## config.mk

```make
export PLATFORM = sky130hd
export DESIGN_NAME = iqu_sqrt_pipe
export DESIGN_NICKNAME = d
export VERILOG_FILES = /design/src/hw/rtl/iqu_pkg.sv /design/src/hw/rtl/iqu_sqrt_pipe.sv
export SDC_FILE = /design/constraint.sdc
export NUM_CORES = 2
export LEC_CHECK = 0
export BUFFER_PORTS_ARGS = -buffer_cell sky130_fd_sc_hd__buf_2
export CAP_MARGIN = 0
export CORE_MARGIN = 3
export CORE_UTILIZATION = 50
export CTS_BUF_LIST = sky130_fd_sc_hd__clkbuf_4 sky130_fd_sc_hd__clkbuf_8
export CTS_CLUSTER_DIAMETER = 150
export DETAILED_ROUTE_END_ITERATION = 8
export MAX_ROUTING_LAYER = met4
export PLACE_DENSITY_LB_ADDON = 0.2
export SYNTH_ARGS = -nofsm -noshare
export SYNTH_HDL_FRONTEND = slang
export SYNTH_SLANG_ARGS = --single-unit
```

## constraint.sdc

```tcl
create_clock -name i_clk -period 11.75 [get_ports i_clk]
set_input_delay 1.175 -clock i_clk [delete_from_list [all_inputs] [get_ports i_clk]]
set_output_delay 1.175 -clock i_clk [all_outputs]
set_load 0.02 [all_outputs]
```

## src/hw/rtl/iqu_pkg.sv

```systemverilog
// ----------------------------------------------------------------------------
// iqu_pkg
// Shared types and constants for the sensor FIFO quaternion unpacker.
// ----------------------------------------------------------------------------
package iqu_pkg;

    localparam logic [15:0] STATUS_MASK   = 16'h0201;
    localparam logic [15:0] MIN_COUNT     = 16'd2;
    localparam int          HDR1_QUAT_BIT = 2;
    localparam int          HDR1_SEC_BIT  = 11;
    localparam int          HDR2_ACC_BIT  = 4;

    localparam int Q_FRAC = 30;
    localparam int COMP_W = 32;
    localparam int W_W    = 31;
    localparam int ACC_W  = 8;
    localparam int RAD_W  = 31;
    localparam int SQ_W   = 33;
    localparam int SUM_W  = 35;

    localparam logic [SUM_W-1:0] ONE_Q30 = SUM_W'(1) << Q_FRAC;

    localparam int SQRT_STEPS     = 32;
    localparam int SQRT_PER_STAGE = 2;
    localparam int SQRT_STAGES    = SQRT_STEPS / SQRT_PER_STAGE;
    localparam int SQRT_N_W       = 2 * SQRT_STEPS;
    localparam int SQRT_ROOT_W    = SQRT_STEPS;
    localparam int SQRT_REM_W     = SQRT_STEPS + 2;

    typedef struct packed {
        logic                     quat_valid;
        logic signed [COMP_W-1:0] quat_x;
        logic signed [COMP_W-1:0] quat_y;
        logic signed [COMP_W-1:0] quat_z;
        logic                     accuracy_valid;
        logic [ACC_W-1:0]         compass_accuracy;
    } t_side;

endpackage

```

## src/hw/rtl/iqu_sqrt_pipe.sv

```systemverilog
// ----------------------------------------------------------------------------
// iqu_sqrt_pipe
// Pipelined floor square root of rad * 2^30, two root bits per stage, with
// side payload carried alongside. The last stage is the output register.
// ----------------------------------------------------------------------------
module iqu_sqrt_pipe (
    input  logic                       i_clk,
    input  logic                       i_rst_n,
    input  logic                       i_valid,
    output logic                       o_ready,
    input  logic [iqu_pkg::RAD_W-1:0]  i_rad,
    input  iqu_pkg::t_side             i_side,
    output logic                       o_valid,
    input  logic                       i_ready,
    output logic [iqu_pkg::W_W-1:0]    o_w,
    output iqu_pkg::t_side             o_side
);

    localparam int S  = iqu_pkg::SQRT_STAGES;
    localparam int NW = iqu_pkg::SQRT_N_W;
    localparam int QW = iqu_pkg::SQRT_ROOT_W;
    localparam int RW = iqu_pkg::SQRT_REM_W;
    localparam int PAD_W = NW - iqu_pkg::RAD_W - iqu_pkg::Q_FRAC;

    typedef struct packed {
        logic [NW-1:0] n;
        logic [RW-1:0] rem;
        logic [QW-1:0] root;
    } t_sq_st;

    function automatic t_sq_st sqrt_steps(input t_sq_st s_in);
        t_sq_st        s;
        logic [RW-1:0] rem_sh;
        logic [RW-1:0] trial;
        s = s_in;
        for (int k = 0; k < iqu_pkg::SQRT_PER_STAGE; k++) begin
            rem_sh = {s.rem[RW-3:0], s.n[NW-1 -: 2]};
            trial  = {s.root, 2'b01};
            if (rem_sh >= trial) begin
                s.rem  = rem_sh - trial;
                s.root = {s.root[QW-2:0], 1'b1};
            end else begin
                s.rem  = rem_sh;
                s.root = {s.root[QW-2:0], 1'b0};
            end
            s.n = {s.n[NW-3:0], 2'b00};
        end
        return s;
    endfunction

    logic           r_v  [S];
    t_sq_st         r_st [S];
    iqu_pkg::t_side r_sd [S];
    logic [S:0]     rdy;
    t_sq_st         n_st0;

    always_comb begin
        rdy[S] = i_ready;
        for (int k = S - 1; k >= 0; k--) begin
            rdy[k] = !r_v[k] || rdy[k+1];
        end
    end

    always_comb begin
        n_st0.n    = {{PAD_W{1'b0}}, i_rad, {iqu_pkg::Q_FRAC{1'b0}}};
        n_st0.rem  = '0;
        n_st0.root = '0;
    end

    always_ff @(posedge i_clk) begin
        if (!i_rst_n) begin
            for (int k = 0; k < S; k++) begin
                r_v[k] <= 1'b0;
            end
        end else begin
            if (rdy[0]) begin
                r_v[0] <= i_valid;
            end
            for (int k = 1; k < S; k++) begin
                if (rdy[k]) begin
                    r_v[k] <= r_v[k-1];
                end
            end
        end
    end

    always_ff @(posedge i_clk) begin
        if (rdy[0]) begin
            r_st[0] <= sqrt_steps(n_st0);
            r_sd[0] <= i_side;
        end
        for (int k = 1; k < S; k++) begin
            if (rdy[k]) begin
                r_st[k] <= sqrt_steps(r_st[k-1]);
                r_sd[k] <= r_sd[k-1];
            end
        end
    end

    assign o_ready = rdy[0];
    assign o_valid = r_v[S-1];
    assign o_w     = r_st[S-1].root[iqu_pkg::W_W-1:0];
    assign o_side  = r_sd[S-1];

endmodule
```

==> impl_metrics.tcl <==
set metrics [dict create \
    design_area_sq_mm 0.127 \
    ys_ff_latch 2538 \
    cts_tree "done" \
    drv_cap 0 \
    setup_ws_ps 3500 \
    drtIter0Drc 4955 \
    cts_hold_buf 0 \
    grt_antenna_before_repair 23 \
    fillers 18276 \
    io_buffers 279 \
    synthesis.area_sq_mm 0.115 \
    synth_fp_nets 8973 \
    post_cts_buffers 0 \
    timing.fmax_mhz 121 \
    die-area_sq_mm 0.235 \
    die_x_um 485 \
    crit_family "compound AO/OA/AOI/OAI gates" \
    setup_viol 0 \
    worstPathCellList "inv_1 > ha_1 > fa_1 > a21o_1 > a21oi_1 > o21a_1 > o21a_1 > o21ai_0 > a21oi_2 > buf_4 > clkinv_1 > ha_1 > a21o_1 > a21oi_1 > o21ai_0 > a41oi_1 > o22ai_1 > a211oi_1 > a21oi_1 > a22oi_1 > a21oi_1 > or4_2 > mux2_2" \
    io_pins 280 \
    h-tree-depth 5 \
    peakVddDrop_uv 127 \
    cts.root.buffer_cell "clkbuf_8" \
    drtAntennaViolNets 0 \
    hold_viol 0 \
    tightest_slew_ps 1150 \
    routabilityCongestion 0.938 \
    rsz0062_at_grt "false" \
    dp_slack_ps 3590 \
    clk_latency_ps 1090 \
    post-route-min-period_ps 8250 \
    nNetsFinal 9433 \
    route.detailed.drc 0 \
    dieHeight_um 485 \
    cp_slowest_cell "or4_2" \
    drt-total-wl_mm 247 \
    skew_ps 99.0 \
    synth_cells 8327 \
    async_flop_share 0 \
    final_util 0.557 \
    end_kind "register" \
    dr.pass1.iters 8 \
    final_cells 12113 \
    numClockSinks 2538 \
    synth_edf_count 2537 \
    fin_crit_sh 0.702 \
    grt_pass1_vias 66679 \
    arrival_ps 9010 \
    synth_flop_cell "edfxtp_1" \
    clkSlewWorstSetupHoldPaths_ps 60 \
    num_vias 66792 \
    cts-resized-gates 0 \
    cp.required_ps 12510 \
    synth_warnings 0 \
    hold_path_class "in -> reg" \
    coreArea_sq_mm 0.227 \
    placed_area_sq_mm 0.119 \
    grt_max_degree 130 \
    track_usage 0.214 \
    drv_slew 0 \
    regArea_sq_mm 0.0762 \
    hpwl_mm 180 \
    cp-start-kind "register" \
    fp-row-count 175 \
    worst-path-buf-inv 3 \
    fin_tns_setup_ps 0 \
    synthDistinctLibCells 116 \
    syn_to_final_growth_pct 10.6 \
    vias_per_cell 5.51 \
    yosysSeqAreaShare 0.665 \
    cts.path.max_buffers 4 \
    p_per_area_mw_per_mm2 182 \
    grt_first_pass_wirelength_mm 381 \
    max_slew_margin 0.215 \
    gr-total-overflow 0 \
    placed_cells 11386 \
    numCtsBuffers 408 \
    multiInputGateArea_sq_mm 0.0351 \
    critical-path-max-stage-delay_ps 1000 \
    wire_per_inst_um 20.4 \
    critPathKind "reg -> reg" \
    initial_core_util 0.503 \
    layout-drive-gt1-share 0.133 \
    critical_path.most_common_cell "a21oi_1" \
    p_leak_nw 49.3 \
    status "completed" \
    cp_max_fo 43 \
    synth_area_per_cell_sq_um 13.8 \
]
[report_power, final]
part / internal [mW] / switching, mW
Combinational: 1.73 / 2.43
Sequential: 10.9 / 0.626
Clock: 4.09 / 3.27
Total: 16.8 / 6.33
[cell usage in the layout (no fill, tap or decap), drive strengths merged, types with 172 or more instances in the layout]
master	instances
nor3	201
a21o	172
edfxtp	2537
nor2	474
a21oi	494
o21ai	379
buf	338
nand2	554
ha	491
xor2	236
inv	449
xnor2	405
clkbuf	530
[cell usage after synthesis, types with 18 or more instances]
master | count | area share
a211o_1 | 18 | 0.0014
a211oi_1 | 56 | 0.0037
a21o_1 | 172 | 0.011
a21oi_1 | 494 | 0.022
a31oi_1 | 50 | 0.0027
and2_1 | 43 | 0.0023
and3_1 | 62 | 0.0034
buf_2 | 21 | 0.00092
buf_4 | 139 | 0.0091
clkbuf_1 | 116 | 0.0038
edfxtp_1 | 2537 | 0.67
ha_1 | 491 | 0.054
inv_1 | 437 | 0.014
mux2_2 | 111 | 0.011
mux2i_1 | 29 | 0.0025
nand2_1 | 552 | 0.018
nand2b_1 | 83 | 0.0045
nand3_1 | 163 | 0.0071
nand3b_1 | 27 | 0.0018
nand4_1 | 60 | 0.0033
nand4b_1 | 22 | 0.0017
nor2_1 | 471 | 0.015
nor2b_1 | 71 | 0.0039
nor3_1 | 195 | 0.0085
nor3b_1 | 29 | 0.0019
nor4_1 | 74 | 0.0040
o211ai_1 | 36 | 0.0024
o21a_1 | 115 | 0.0075
o21ai_0 | 365 | 0.016
o21bai_1 | 60 | 0.0039
o31a_1 | 21 | 0.0016
o31ai_1 | 53 | 0.0035
or2_2 | 40 | 0.0022
or3_1 | 67 | 0.0037
or4_1 | 37 | 0.0024
xnor2_1 | 405 | 0.031
xor2_1 | 236 | 0.018
[state kept, by name, indices dropped and copies added (netlist names)]
| signal | flops |
|---|---|
| r_st | 826 |
| r_v | 16 |
| r_sd | 1696 |
[worst paths after layout]
| check | from | endpoint | slack [ps] | cells past startpoint |
|---|---|---|---|---|
| worst max-delay path | r_st[1][537]$_DFFE_PP_ | r_st[1][670]$_DFFE_PP_ | 3500 | 23 |
| worst min-delay path | i_side[32] | r_sd[0][32]$_DFFE_PP_ | 250 | 1 |
| worst max register to register | r_st[1][537]$_DFFE_PP_ | r_st[1][670]$_DFFE_PP_ | 3500 | 23 |
| worst min register to register | r_sd[0][459]$_DFFE_PP_ | r_sd[0][565]$_DFFE_PP_ | 380 | 0 |
[final cells by class]
cell class                 instances  area share
antenna                            7    0.000138
clock buffer                     530      0.0518
clock inverter                   190      0.0112
inverter                         448      0.0136
multi-input combinational       5053       0.277
sequential                      2538       0.602
tap                             3009      0.0297
timing repair buffer             338      0.0147
[stage by stage]
stage	hold WS [ps]	total power, mW
global placement	400	15.8
detailed placement	405	15.9
floorplan	400	14.7
finish	253	23.1
global route	137	24.3
CTS	110	23.4
[logic make-up after synthesis]
| group | Yosys count | share of synthesized area |
|---|---|---|
| xor+xnor | 641 | 0.0490 |
| fa+ha+maj | 505 | 0.0561 |
| buf+inv | 736 | 0.0292 |
| mux | 142 | 0.0137 |
| simple gates | 2084 | 0.0923 |
| compound gates | 1680 | 0.0943 |
| other cells | 1 | 0.0000327 |
| flops | 2538 | 0.665 |
[per-layer routing]
metal  share of wire  global-route usage  wire (um)
met5               0                   -          0
met4           0.028              0.0673       6960
met1            0.44               0.275     108000
met2            0.49               0.349     120000
met3           0.050              0.0343      12300
(Power assumes the default switching activity.)
